$ cat src/hdl/iwseq_pkg.sv
package iwseq_pkg;

  // payload buffer geometry
  localparam int BUF_DEPTH = 256;
  localparam int BUF_AW    = $clog2(BUF_DEPTH);
  localparam int LEN_W     = $clog2(BUF_DEPTH + 1);

  localparam logic [7:0] RETRY_RESET = 8'd10;

  // request types
  localparam logic [1:0] REQ_LOAD   = 2'd0;
  localparam logic [1:0] REQ_START  = 2'd1;
  localparam logic [1:0] REQ_STATUS = 2'd2;

  // bus engine status codes
  localparam logic [7:0] ST_MASK      = 8'hF8;
  localparam logic [7:0] ST_START     = 8'h08;
  localparam logic [7:0] ST_RSTART    = 8'h10;
  localparam logic [7:0] ST_SLA_ACK   = 8'h18;
  localparam logic [7:0] ST_SLA_NACK  = 8'h20;
  localparam logic [7:0] ST_DATA_ACK  = 8'h28;
  localparam logic [7:0] ST_DATA_NACK = 8'h30;
  localparam logic [7:0] ST_ARB_LOST  = 8'h38;

  // error codes
  localparam logic [2:0] ERR_OK    = 3'd0;
  localparam logic [2:0] ERR_ADDR  = 3'd1;
  localparam logic [2:0] ERR_DATA  = 3'd2;
  localparam logic [2:0] ERR_ARB   = 3'd3;
  localparam logic [2:0] ERR_UNEXP = 3'd4;
  localparam logic [2:0] ERR_BUSY  = 3'd5;

  typedef struct packed {
    logic [1:0] req_type;
    logic [7:0] byte_index;
    logic [7:0] byte_value;
    logic [6:0] target_address;
    logic [7:0] payload_length;
    logic [7:0] bus_status;
  } item_t;

  // result of one step; payload byte comes from the buffer when from_buf is set
  typedef struct packed {
    logic       issue_start;
    logic       issue_stop;
    logic       send_valid;
    logic       from_buf;
    logic [7:0] addr_byte;
    logic       done_res;
    logic [2:0] error_code;
  } res_t;

  typedef struct packed {
    logic              wr_en;
    logic              rd_en;
    logic [BUF_AW-1:0] addr;
    logic [7:0]        wr_data;
  } mem_req_t;

endpackage

$ cat src/hdl/iwseq_buf.sv
module iwseq_buf
  import iwseq_pkg::*;
(
  input  logic       clk,
  input  mem_req_t   req,
  output logic [7:0] rd_data
);

  logic [7:0] mem [BUF_DEPTH];

  always_ff @(posedge clk) begin
    if (req.wr_en) begin
      mem[req.addr] <= req.wr_data;
    end
    if (req.rd_en) begin
      rd_data <= mem[req.addr];
    end
  end

endmodule

$ cat src/hdl/iwseq_ctrl.sv
module iwseq_ctrl
  import iwseq_pkg::*;
(
  input  logic       clk,
  input  logic       rst,
  input  logic       step,
  input  item_t      item,
  input  logic [7:0] retry_limit,
  output res_t       res,
  output mem_req_t   mem_req
);

  logic             busy;
  logic             busy_next;
  logic [LEN_W-1:0] send_pos;
  logic [LEN_W-1:0] send_pos_next;
  logic [LEN_W-1:0] active_len;
  logic [LEN_W-1:0] active_len_next;
  logic [6:0]       active_tgt;
  logic [6:0]       active_tgt_next;
  logic [7:0]       retry_cnt;
  logic [7:0]       retry_cnt_next;

  logic [7:0]       st;
  logic [LEN_W-1:0] len_in;
  logic [LEN_W-1:0] ack_pos;
  logic             exhausted;
  logic [2:0]       fail_err;

  always_comb begin
    st        = item.bus_status & ST_MASK;
    len_in    = LEN_W'(item.payload_length);
    if (len_in > LEN_W'(BUF_DEPTH)) begin
      len_in = LEN_W'(BUF_DEPTH);
    end
    ack_pos   = (send_pos < active_len) ? send_pos + 1'b1 : send_pos;
    exhausted = retry_cnt > retry_limit;
    fail_err  = (st == ST_SLA_NACK) ? ERR_ADDR : (st == ST_ARB_LOST) ? ERR_ARB : ERR_DATA;

    busy_next       = busy;
    send_pos_next   = send_pos;
    active_len_next = active_len;
    active_tgt_next = active_tgt;
    retry_cnt_next  = retry_cnt;
    res             = '0;
    mem_req         = '0;
    mem_req.wr_data = item.byte_value;
    mem_req.addr    = send_pos[BUF_AW-1:0];

    case (item.req_type)
      REQ_LOAD: begin
        mem_req.addr  = item.byte_index[BUF_AW-1:0];
        mem_req.wr_en = step && ({1'b0, item.byte_index} < 9'(BUF_DEPTH));
      end
      REQ_START: begin
        if (busy) begin
          res.error_code = ERR_BUSY;
        end else begin
          busy_next       = 1'b1;
          retry_cnt_next  = '0;
          active_tgt_next = item.target_address;
          active_len_next = len_in;
          send_pos_next   = '0;
          res.issue_start = 1'b1;
        end
      end
      REQ_STATUS: begin
        if (busy) begin
          case (st)
            ST_START, ST_RSTART: begin
              res.send_valid = 1'b1;
              res.addr_byte  = {active_tgt, 1'b0};
            end
            ST_SLA_ACK, ST_DATA_ACK, ST_SLA_NACK, ST_ARB_LOST, ST_DATA_NACK: begin
              // failures first check the retry budget
              if ((st == ST_SLA_NACK || st == ST_ARB_LOST || st == ST_DATA_NACK)
                  && exhausted) begin
                busy_next      = 1'b0;
                res.issue_stop = 1'b1;
                res.done_res   = 1'b1;
                res.error_code = fail_err;
              end else begin
                if (st == ST_SLA_NACK || st == ST_ARB_LOST || st == ST_DATA_NACK) begin
                  if (retry_cnt != 8'hFF) begin
                    retry_cnt_next = retry_cnt + 1'b1;
                  end
                end
                if (st == ST_SLA_NACK || st == ST_ARB_LOST) begin
                  res.issue_start = 1'b1;
                end else begin
                  if (st == ST_DATA_ACK) begin
                    send_pos_next = ack_pos;
                  end
                  // send the byte at the (possibly advanced) position or finish
                  if (send_pos_next >= active_len) begin
                    busy_next      = 1'b0;
                    res.issue_stop = 1'b1;
                    res.done_res   = 1'b1;
                    res.error_code = ERR_OK;
                  end else begin
                    res.send_valid = 1'b1;
                    res.from_buf   = 1'b1;
                    mem_req.addr   = send_pos_next[BUF_AW-1:0];
                    mem_req.rd_en  = step;
                  end
                end
              end
            end
            default: begin
              busy_next      = 1'b0;
              res.done_res   = 1'b1;
              res.error_code = ERR_UNEXP;
            end
          endcase
        end
      end
      default: begin
      end
    endcase
  end

  always_ff @(posedge clk) begin
    if (rst) begin
      busy       <= 1'b0;
      send_pos   <= '0;
      active_len <= '0;
      active_tgt <= '0;
      retry_cnt  <= '0;
    end else if (step) begin
      busy       <= busy_next;
      send_pos   <= send_pos_next;
      active_len <= active_len_next;
      active_tgt <= active_tgt_next;
      retry_cnt  <= retry_cnt_next;
    end
  end

endmodule

$ cat src/hdl/i2c_master_write_sequencer.sv
// each result beat is presented from the result register, fed by the input register
// throughput: one request beat per cycle, stalls only through out_ready backpressure
// rate set by the input register -> decode -> result register path with the
// buffer read landing in the result stage
// reset (rst, synchronous): idle, no transfer, retry limit 10, buffer contents undefined
module i2c_master_write_sequencer
  import iwseq_pkg::*;
(
  input  logic       clk,
  input  logic       rst,
  // request channel
  input  logic       in_valid,
  output logic       in_ready,
  input  logic [1:0] req_type,
  input  logic [7:0] byte_index,
  input  logic [7:0] byte_value,
  input  logic [6:0] target_address,
  input  logic [7:0] payload_length,
  input  logic [7:0] bus_status,
  // retry limit register
  input  logic       cfg_wr_en,
  input  logic [7:0] cfg_wr_data,
  // result channel
  output logic       out_valid,
  input  logic       out_ready,
  output logic       issue_start,
  output logic       issue_stop,
  output logic       send_valid,
  output logic [7:0] tx_byte,
  output logic       done_res,
  output logic [2:0] error_code
);

  // input stage
  logic     in_full;
  item_t    item;
  // result stage
  res_t     res;
  res_t     res_q;
  mem_req_t mem_req;
  logic [7:0] buf_rd_data;
  logic [7:0] retry_limit;
  logic       step;

  // the decoded beat moves into the result stage when that stage is free or draining
  assign step     = in_full && (!out_valid || out_ready);
  assign in_ready = !in_full || step;

  always_ff @(posedge clk) begin
    if (rst) begin
      in_full <= 1'b0;
    end else if (in_ready) begin
      in_full <= in_valid;
    end
  end

  // payload register, no reset needed
  always_ff @(posedge clk) begin
    if (in_valid && in_ready) begin
      item <= '{req_type, byte_index, byte_value, target_address,
                payload_length, bus_status};
    end
  end

  always_ff @(posedge clk) begin
    if (rst) begin
      retry_limit <= RETRY_RESET;
    end else if (cfg_wr_en) begin
      retry_limit <= cfg_wr_data;
    end
  end

  // transfer state and per-beat decode
  iwseq_ctrl u_ctrl (
    .clk         (clk),
    .rst         (rst),
    .step        (step),
    .item        (item),
    .retry_limit (retry_limit),
    .res         (res),
    .mem_req     (mem_req)
  );

  // payload buffer; read data is registered alongside the result stage
  iwseq_buf u_buf (
    .clk     (clk),
    .req     (mem_req),
    .rd_data (buf_rd_data)
  );

  always_ff @(posedge clk) begin
    if (rst) begin
      out_valid <= 1'b0;
    end else if (step) begin
      out_valid <= 1'b1;
    end else if (out_ready) begin
      out_valid <= 1'b0;
    end
  end

  always_ff @(posedge clk) begin
    if (step) begin
      res_q <= res;
    end
  end

  // buffer data only changes when a new payload send enters the result stage
  assign issue_start = res_q.issue_start;
  assign issue_stop  = res_q.issue_stop;
  assign send_valid  = res_q.send_valid;
  assign tx_byte     = res_q.from_buf ? buf_rd_data : res_q.addr_byte;
  assign done_res    = res_q.done_res;
  assign error_code  = res_q.error_code;

endmodule

$ cat config.mk
export PLATFORM = sky130hd
export DESIGN_NAME = i2c_master_write_sequencer
export DESIGN_NICKNAME = d
export VERILOG_FILES = /design/src/hdl/iwseq_pkg.sv /design/src/hdl/iwseq_buf.sv /design/src/hdl/iwseq_ctrl.sv /design/src/hdl/i2c_master_write_sequencer.sv
export SDC_FILE = /design/constraint.sdc
export NUM_CORES = 2
export LEC_CHECK = 0
export ABC_AREA = 1
export ABC_CLOCK_PERIOD_IN_PS = 6000
export BUFFER_PORTS_ARGS = -buffer_cell sky130_fd_sc_hd__buf_2
export CORE_MARGIN = 2
export CORE_UTILIZATION = 33
export DETAILED_ROUTE_END_ITERATION = 12
export SYNTH_ARGS = -nofsm -noshare
export SYNTH_HDL_FRONTEND = slang
export SYNTH_SLANG_ARGS = --single-unit
$ cat constraint.sdc
create_clock -name clk -period 6 [get_ports clk]
set_clock_uncertainty 0.2 [all_clocks]
set_input_delay 1.2 -clock clk [delete_from_list [all_inputs] [get_ports clk]]
set_output_delay 1.2 -clock clk [all_outputs]
set_load 0.005 [all_outputs]
== Word-level counts from Yosys, hierarchy flattened ==
Memories as Yosys holds them, arrays and structs flattened. A register that Yosys moved wholly into a read port is not among the register bits.
Index checks and enable logic that the tools add are counted.
Widths: inputs -> output; s select.

* Register bits after elaboration: 101
* RAM bits: 2048
* Input bits: 54
* Output and inout bits: 17
* Word-level logic and storage cells: 133
* Memories kept: 1

* $add $sub $neg: 2
* Order comparisons: 4
* Equality and inequality tests: 17
* Mux-type cells: 62
* Bitwise gates (word level): 3
* Reduce and logical (&&, ||, !) cells: 22

{| class="wikitable"
|+ Memories
! memory !! depth !! bits a word !! rd ports !! clocked after Yosys merged registers in !! wr ports !! RTL line !! text
|-
| u_buf.mem || 256 || 8 || 1 || 1 || 1 || iwseq_buf.sv:9 || <nowiki>logic [7:0] mem [BUF_DEPTH];</nowiki>
|}

{| class="wikitable"
|+ Operator list
! kind !! count
|-
| $mux 9 || 18
|-
| $mux 8 || 8
|-
| $pmux 8 s2 || 2
|-
| $eq 5x3->1 const B || 4
|-
| $pmux 9 s2 || 1
|-
| $mux 1 || 17
|-
| $mux 16 || 1
|-
| $mux 4 || 3
|-
| $eq 5x2->1 const B || 2
|-
| $reduce_or 5->1 || 2
|-
| $add 9x1->9 const B || 1
|-
| $ge 9x9->1 || 1
|-
| $gt 8x9->1 const B || 1
|-
| $lt 9x9->1 || 1
|-
| $mux 3 || 3
|-
| $reduce_and 3->1 || 3
|-
| $add 8x1->8 const B || 1
|-
| $gt 8x8->1 || 1
|-
| $ne 2x2->1 const B || 4
|-
| $ne 8x8->1 const B || 1
|-
| $pmux 1 s2 || 4
|-
| $pmux 4 s2 || 1
|-
| $reduce_and 8->1 || 1
|-
| $reduce_and 7->1 || 1
|-
| other kinds (14) || 28
|}

== Logic depth before layout (Yosys ltp) ==
* Depth in word-level cells: 15
* Gate-level depth with buffers: 42
* Depth with buffers taken out: 39

== Hierarchy ==
A second synthesis with hierarchy kept.

* Cell total of the unflattened synthesis: 8610
* Area, all modules: 90047.6 µm²

{| class="wikitable"
|+ By module, submodules not included
! module !! times used !! cells an instance !! area an instance (µm²) !! sequential area each (µm²)
|-
| iwseq_buf || 1 || 8021 || 84936.5 || 61739.2
|-
| iwseq_ctrl || 1 || 458 || 2915.3 || 660.6
|-
| i2c_master_write_sequencer || 1 || 131 || 2195.9 || 1911.8
|}

== Worst setup path before layout ==
No wires, ideal clock.

* Path type: reg-to-reg
* From: register u_ctrl.send_pos[6]
* To: memory u_buf.mem[98][0] (enable)
* Library setup time: 0.370 ns
* Arrival time: 4.242 ns
* Data required time: 5.430 ns
* Setup slack: 1.188 ns
* Cell stages (with the launch flop): 32
* Buffers on the path: 4
* Clock period less this slack: 4.812 ns
* Path through: dfxtp_1 ha_1 a21o_1 nand2_1 nand2_1 nor2b_2 nand3_2 nor2_1 xor2_1 inv_1 ha_1 nand2_1 inv_1 nand2_1 nand2_1 nand2_1 nand2_1 nand2_1 nand2_1 a21oi_1 nand3_2 a21oi_1 o21ai_2 nand2_1 o21ai_2 buf_4 buf_4 buf_2 a21oi_2 nand2_1 buf_2 nor2_1

* Word-level cells in the longest chain between the ends: 15
* Elaborated cells on any way between the ends: 16
* Those cells by class: add/sub (1); order compare (2); mux (13)

{| class="wikitable"
|+ RTL lines
! what !! RTL line !! text
|-
| from (decl) || iwseq_ctrl.sv:15 || <nowiki>logic [LEN_W-1:0] send_pos;</nowiki>
|-
| from (signal assigned) || iwseq_ctrl.sv:131 || <nowiki>send_pos <= send_pos_next;</nowiki>
|-
| $add 9x1->9 or $lt 9x9->1 (tied branches) || iwseq_ctrl.sv:36 || <nowiki>ack_pos = (send_pos < active_len) ? send_pos + 1'b1 : send_pos;</nowiki>
|-
| $mux 9 || iwseq_ctrl.sv:36 ||
|-
| $mux 9 || iwseq_ctrl.sv:91 || <nowiki>if (st == ST_DATA_ACK) begin</nowiki>
|-
| $mux 9 || iwseq_ctrl.sv:88 || <nowiki>if (st == ST_SLA_NACK || st == ST_ARB_LOST) begin</nowiki>
|-
| $mux 9 || iwseq_ctrl.sv:76 || <nowiki>if ((st == ST_SLA_NACK || st == ST_ARB_LOST || st == ST_DATA_NACK)</nowiki>
|-
| $mux 9 || iwseq_ctrl.sv:69 || <nowiki>case (st)</nowiki>
|-
| $mux 9 || iwseq_ctrl.sv:68 || <nowiki>if (busy) begin</nowiki>
|-
| $mux 9 || iwseq_ctrl.sv:50 || <nowiki>case (item.req_type)</nowiki>
|-
| $ge 9x9->1 || iwseq_ctrl.sv:95 || <nowiki>if (send_pos_next >= active_len) begin</nowiki>
|-
| $mux 9 || iwseq_ctrl.sv:95 ||
|-
| $mux 9 || iwseq_ctrl.sv:88 ||
|-
| $mux 9 || iwseq_ctrl.sv:76 ||
|-
| $mux 9 || iwseq_ctrl.sv:69 ||
|-
| $mux 9 || iwseq_ctrl.sv:68 ||
|-
| $pmux 8 s2 (*) || iwseq_ctrl.sv:50 ||
|-
| to (decl) || iwseq_buf.sv:9 ||
|}

Mark *: on every way between the ends. The rest lies on a longest branch, timed or not. The select of a mux whose other input is x is not followed.

== Worst setup path after layout ==
* From: register u_ctrl.active_len[2]
* To: memory u_buf.mem[12][7] (enable)

* Word-level cells in the longest chain between the ends: 15

{| class="wikitable"
|+ RTL lines
! what !! RTL line !! text
|-
| from (decl) || iwseq_ctrl.sv:17 || <nowiki>logic [LEN_W-1:0] active_len;</nowiki>
|-
| from (signal assigned) || iwseq_ctrl.sv:132 || <nowiki>active_len <= active_len_next;</nowiki>
|-
| $lt 9x9->1 || iwseq_ctrl.sv:36 ||
|-
| $mux 9 || iwseq_ctrl.sv:36 ||
|-
| $mux 9 || iwseq_ctrl.sv:91 ||
|-
| $mux 9 || iwseq_ctrl.sv:88 ||
|-
| $mux 9 || iwseq_ctrl.sv:76 ||
|-
| $mux 9 || iwseq_ctrl.sv:69 ||
|-
| $mux 9 || iwseq_ctrl.sv:68 ||
|-
| $mux 9 || iwseq_ctrl.sv:50 ||
|-
| $ge 9x9->1 || iwseq_ctrl.sv:95 ||
|-
| $mux 9 (*) || iwseq_ctrl.sv:95 ||
|-
| $mux 9 (*) || iwseq_ctrl.sv:88 ||
|-
| $mux 9 (*) || iwseq_ctrl.sv:76 ||
|-
| $mux 9 (*) || iwseq_ctrl.sv:69 ||
|-
| $mux 9 (*) || iwseq_ctrl.sv:68 ||
|-
| $pmux 8 s2 (*) || iwseq_ctrl.sv:50 ||
|}

Marked as above.

==> impl_metrics.xml <==
<?xml version="1.0" encoding="UTF-8"?>
<metrics>
  <group name="run_status">
    <metric name="run_status" unit="">complete, no violations</metric>
  </group>
  <group name="setup_path">
    <metric name="cp-start-kind" unit="">flip-flop</metric>
    <metric name="cp_num_cells" unit="">31</metric>
    <metric name="critical_path_peak_fanout" unit="">13</metric>
    <metric name="crit_path_max_incr_delay" unit="ns">0.51</metric>
    <metric name="cp.buffers_inverters" unit="">8</metric>
    <metric name="endpoint_kind" unit="">flip-flop</metric>
    <metric name="critical-path-top-cell-by-count" unit="">nand2_1</metric>
    <metric name="worstPathArrival" unit="ns">6.17</metric>
    <metric name="crit_path_top_delay_cell" unit="">nor2_1</metric>
    <metric name="worstReg2RegEnd" unit="">u_buf.mem[12][7]$_DFFE_PP_</metric>
    <metric name="worst_case_register_to_register_setup_slack" unit="ns">0.22</metric>
    <metric name="critical_path.top_delay_family" unit="">simple AND/OR/NAND/NOR gates</metric>
    <metric name="data_required_time_of_the_worst_path" unit="ns">6.39</metric>
    <metric name="r2r-start" unit="">u_ctrl.active_len[2]$_SDFFE_PP0P_</metric>
    <metric name="reg2reg_depth" unit="">31</metric>
    <metric name="path_class" unit="">reg2reg</metric>
  </group>
  <group name="final_layout">
    <metric name="area_delta_synth_final" unit="%">17.2</metric>
    <metric name="ff_latch_area" unit="sq um">64200</metric>
    <metric name="post-route-util" unit="%">38.9</metric>
    <metric name="multi_input_comb_area" unit="sq um">25500</metric>
    <metric name="layout-drive-gt1-share" unit="%">11.8</metric>
    <metric name="fillers" unit="">26900</metric>
    <metric name="fin_nets" unit="">9404</metric>
  </group>
  <group name="synthesis">
    <metric name="synth_nets" unit="">9023</metric>
    <metric name="ys_types" unit="">37</metric>
    <metric name="synthXorXnorAreaFrac" unit="%">0.0568</metric>
    <metric name="muxShareOfSynthArea" unit="%">0.0852</metric>
    <metric name="synth_top_cell_by_area" unit="">edfxtp_1</metric>
    <metric name="yosysMostFrequentCell" unit="">nand2_1</metric>
    <metric name="synth_top_family_by_area" unit="">simple AND/OR/NAND/NOR gates</metric>
    <metric name="number_of_register_bits_inferred_by_synthesis" unit="">2152</metric>
    <metric name="synth_top_flop_cell" unit="">edfxtp_1</metric>
    <metric name="post_synth.cell_area_avg" unit="sq um">10.4</metric>
    <metric name="post_synth_fa_ha_maj_area_fraction" unit="%">0.379</metric>
    <metric name="synth.top_cells.by_count" unit="">nand2_1, edfxtp_1, nand3_1, nor2_1, clkbuf_1</metric>
    <metric name="post_synth_and_or_nand_nor_area_fraction" unit="%">25.2</metric>
    <metric name="synth.top_cells.by_area" unit="">edfxtp_1, nand2_1, nand3_1</metric>
    <metric name="synth_top_cell_area_share" unit="%">68.4</metric>
    <metric name="syn-cell-area" unit="sq um">92500</metric>
    <metric name="synth_compound_gate_area_share" unit="%">1.64</metric>
    <metric name="yosys_warnings" unit="">0</metric>
    <metric name="netlist_instances" unit="">8941</metric>
    <metric name="synth_enable_flop_cells" unit="">2109</metric>
    <metric name="async_reset_ff_share" unit="%">0</metric>
    <metric name="synth-seq-area-share" unit="%">69.4</metric>
  </group>
  <group name="routing">
    <metric name="post-route-drc-count" unit="">0</metric>
    <metric name="dr_total_vias" unit="">65900</metric>
    <metric name="ant_nets" unit="">0</metric>
    <metric name="first_iter_violations" unit="">6950</metric>
    <metric name="drt-wirelength-per-cell" unit="um">20.3</metric>
    <metric name="detail_route.wirelength" unit="mm">268</metric>
    <metric name="drt_pass1_iterations" unit="">10</metric>
    <metric name="route.detailed.vias_per_inst" unit="">4.98</metric>
  </group>
  <group name="grt">
    <metric name="grt-busiest-layer" unit="">met2</metric>
    <metric name="grt_start_max_net_pins" unit="">190</metric>
    <metric name="grt.overflow.total" unit="">0</metric>
    <metric name="globalRouteMet1Util" unit="%">24.3</metric>
    <metric name="met3_usage" unit="%">3.00</metric>
    <metric name="grt_pass1_wl" unit="mm">400</metric>
    <metric name="number_of_antenna_violations_at_the_first_check_in_global_routing" unit="">6</metric>
    <metric name="grt_use_total" unit="%">18.3</metric>
    <metric name="grt_pass1_vias" unit="">63800</metric>
    <metric name="grtUsageMet2" unit="%">30.4</metric>
  </group>
  <group name="hold_path">
    <metric name="hold_path_cell_cnt" unit="">2</metric>
    <metric name="min-delay-start" unit="">u_ctrl.active_tgt[0]$_SDFFE_PP0P_</metric>
    <metric name="min_to" unit="">u_ctrl.active_tgt[0]$_SDFFE_PP0P_</metric>
    <metric name="holdCritPathClass" unit="">reg2reg</metric>
  </group>
  <group name="die">
    <metric name="die_area" unit="sq um">285000</metric>
    <metric name="dieHeight" unit="um">534</metric>
    <metric name="core_area" unit="sq um">279000</metric>
    <metric name="pin_count" unit="">71</metric>
    <metric name="fp.dieW" unit="um">534</metric>
    <metric name="site_rows" unit="">194</metric>
    <metric name="initial_utilization" unit="%">33.2</metric>
  </group>
  <group name="clock_network">
    <metric name="worstSkewPairLatency" unit="ns">0.86</metric>
    <metric name="number_of_cts_inserted_buffers" unit="">220</metric>
    <metric name="max-clock-path-buffers" unit="">3</metric>
    <metric name="clock_tree.htree_level_count" unit="">4</metric>
    <metric name="worst_setup_hold_path_clk_slew" unit="ns">0.06</metric>
    <metric name="cts.sinks" unit="">2152</metric>
    <metric name="clk_root_buffer_cell" unit="">clkbuf_16</metric>
    <metric name="tritoncts" unit="">done</metric>
  </group>
  <group name="timing">
    <metric name="final_min_period_over_clock_period" unit="%">96.3</metric>
    <metric name="final_period_minus_worst_setup_slack" unit="ns">5.78</metric>
    <metric name="setup_viol" unit="">0</metric>
    <metric name="achievable_frequency" unit="MHz">173</metric>
    <metric name="final_max_slew_viol_count" unit="">0</metric>
    <metric name="slew-limit-headroom" unit="%">18.2</metric>
    <metric name="worst_hold_slack" unit="ns">0.259</metric>
    <metric name="timing.final.hold_violations" unit="">0</metric>
    <metric name="worst-slew-pin-transition" unit="ns">1.23</metric>
    <metric name="grt_setup_unrepaired" unit="">yes</metric>
  </group>
  <group name="placed_design">
    <metric name="final_replace_weighted_congestion" unit="">0.908</metric>
    <metric name="port-buffer-count" unit="">67</metric>
    <metric name="post-dp-hpwl" unit="mm">162</metric>
  </group>
  <group name="power_and_ir_drop">
    <metric name="power.ir.vdd_worst" unit="mV">0.247</metric>
    <metric name="p_leak" unit="nW">43.1</metric>
    <metric name="cellPowerDensity" unit="nW/um^2">311</metric>
  </group>
  <group name="run">
    <metric name="maxCapViolations" unit="">0</metric>
  </group>
</metrics>
cell usage in the layout, fill, tap and decap left out, drive strengths merged, types with 6 or more instances in the layout:
cell	n
clkbuf	269
dfxtp	43
inv	118
ha	28
clkinvlp	7
o21ai	122
and2	8
nand4	60
nor3	7
a21oi	155
nor2	429
nand3	1062
edfxtp	2109
xor2	6
buf	720
nand2	4216
bufinv	23
clkinv	103
mux2	7
worst min-delay path: stages (launching register included):
cell     delay, ns
dfxtp_1       0.29
inv_1         0.06
a21oi_1       0.06
where the power goes:
part	internal [mW]	switching [mW]	total (mW)
registers	16.5	0.0231	16.6
logic	0.995	2.54	3.54
clock network	7.78	5.85	13.6
total	25.3	8.41	33.7
logic make-up after synthesis:
family	Yosys count
mux	7
xor+xnor	6
fa+ha+maj	28
compound gates	289
simple gates	5785
buf+inv	674
flops	2152
how the worst max path moves through the flow:
stage                                                 start                          end
after floorplan             u_ctrl.send_pos[6]$_SDFFE_PP0P_   u_buf.mem[98][0]$_DFFE_PP_
after CTS                 u_ctrl.active_len[2]$_SDFFE_PP0P_  u_buf.mem[167][1]$_DFFE_PP_
after detailed placement  u_ctrl.active_len[2]$_SDFFE_PP0P_  u_buf.mem[167][5]$_DFFE_PP_
final                     u_ctrl.active_len[2]$_SDFFE_PP0P_   u_buf.mem[12][7]$_DFFE_PP_
after global routing      u_ctrl.active_len[2]$_SDFFE_PP0P_   u_buf.mem[13][6]$_DFFE_PP_
after global placement    u_ctrl.active_len[6]$_SDFFE_PP0P_  u_buf.mem[167][5]$_DFFE_PP_
per-stage QoR:
stage / instance area (sq um) / setup TNS [ns] / total power [mW] / instances / setup slack [ns]
floorplan: 92500 / 0 / 18.9 / 8941 / 1.19
global placement: 101000 / 0 / 20.3 / 12800 / 0.154
detailed placement: 101000 / 0 / 20.4 / 12800 / 0.125
CTS: 108000 / 0 / 33.9 / 13200 / 0.0737
global route: 108000 / -0.733 / 34.8 / 13200 / -0.0349
finish: 108000 / 0 / 33.7 / 13200 / 0.220
state kept, by name, summed over array words and instances (netlist names):
signal             count
res_q                  8
item                  38
u_ctrl.active_len      8
out_valid              1
retry_limit            8
u_buf.rd_data          8
issue_start            1
u_buf.mem           2048
u_ctrl.send_pos        9
issue_stop             1
u_ctrl.busy            1
done_res               1
send_valid             1
u_ctrl.retry_cnt       8
in_full                1
error_code             3
u_ctrl.active_tgt      7
what timing repair did:
item	in CTS	in global routing
resized for setup	0	38
setup buffers	0	9
hold buffers	0	0
setup endpoints to repair	0	572
per-layer routing:
metal	vias to the layer above	routed length, um	part of all wire (%)
li1	30900	-	-
met1	32100	111000	41
met2	2474	129000	48
met3	421	20600	7.7
met4	14	8400	3.1
met5	-	93	0.035
layout make-up:
type	instances	share of cell area, %
clock buffers	268	5.28
multi-input cells	6115	23.5
diodes	3	0.00692
clock inverters	139	1.34
inverters	112	0.393
repair buffers	721	6.05
flip-flops and latches	2152	59.2
well taps	3724	4.29
No activity file was read; power rests on OpenSTA's default activity.
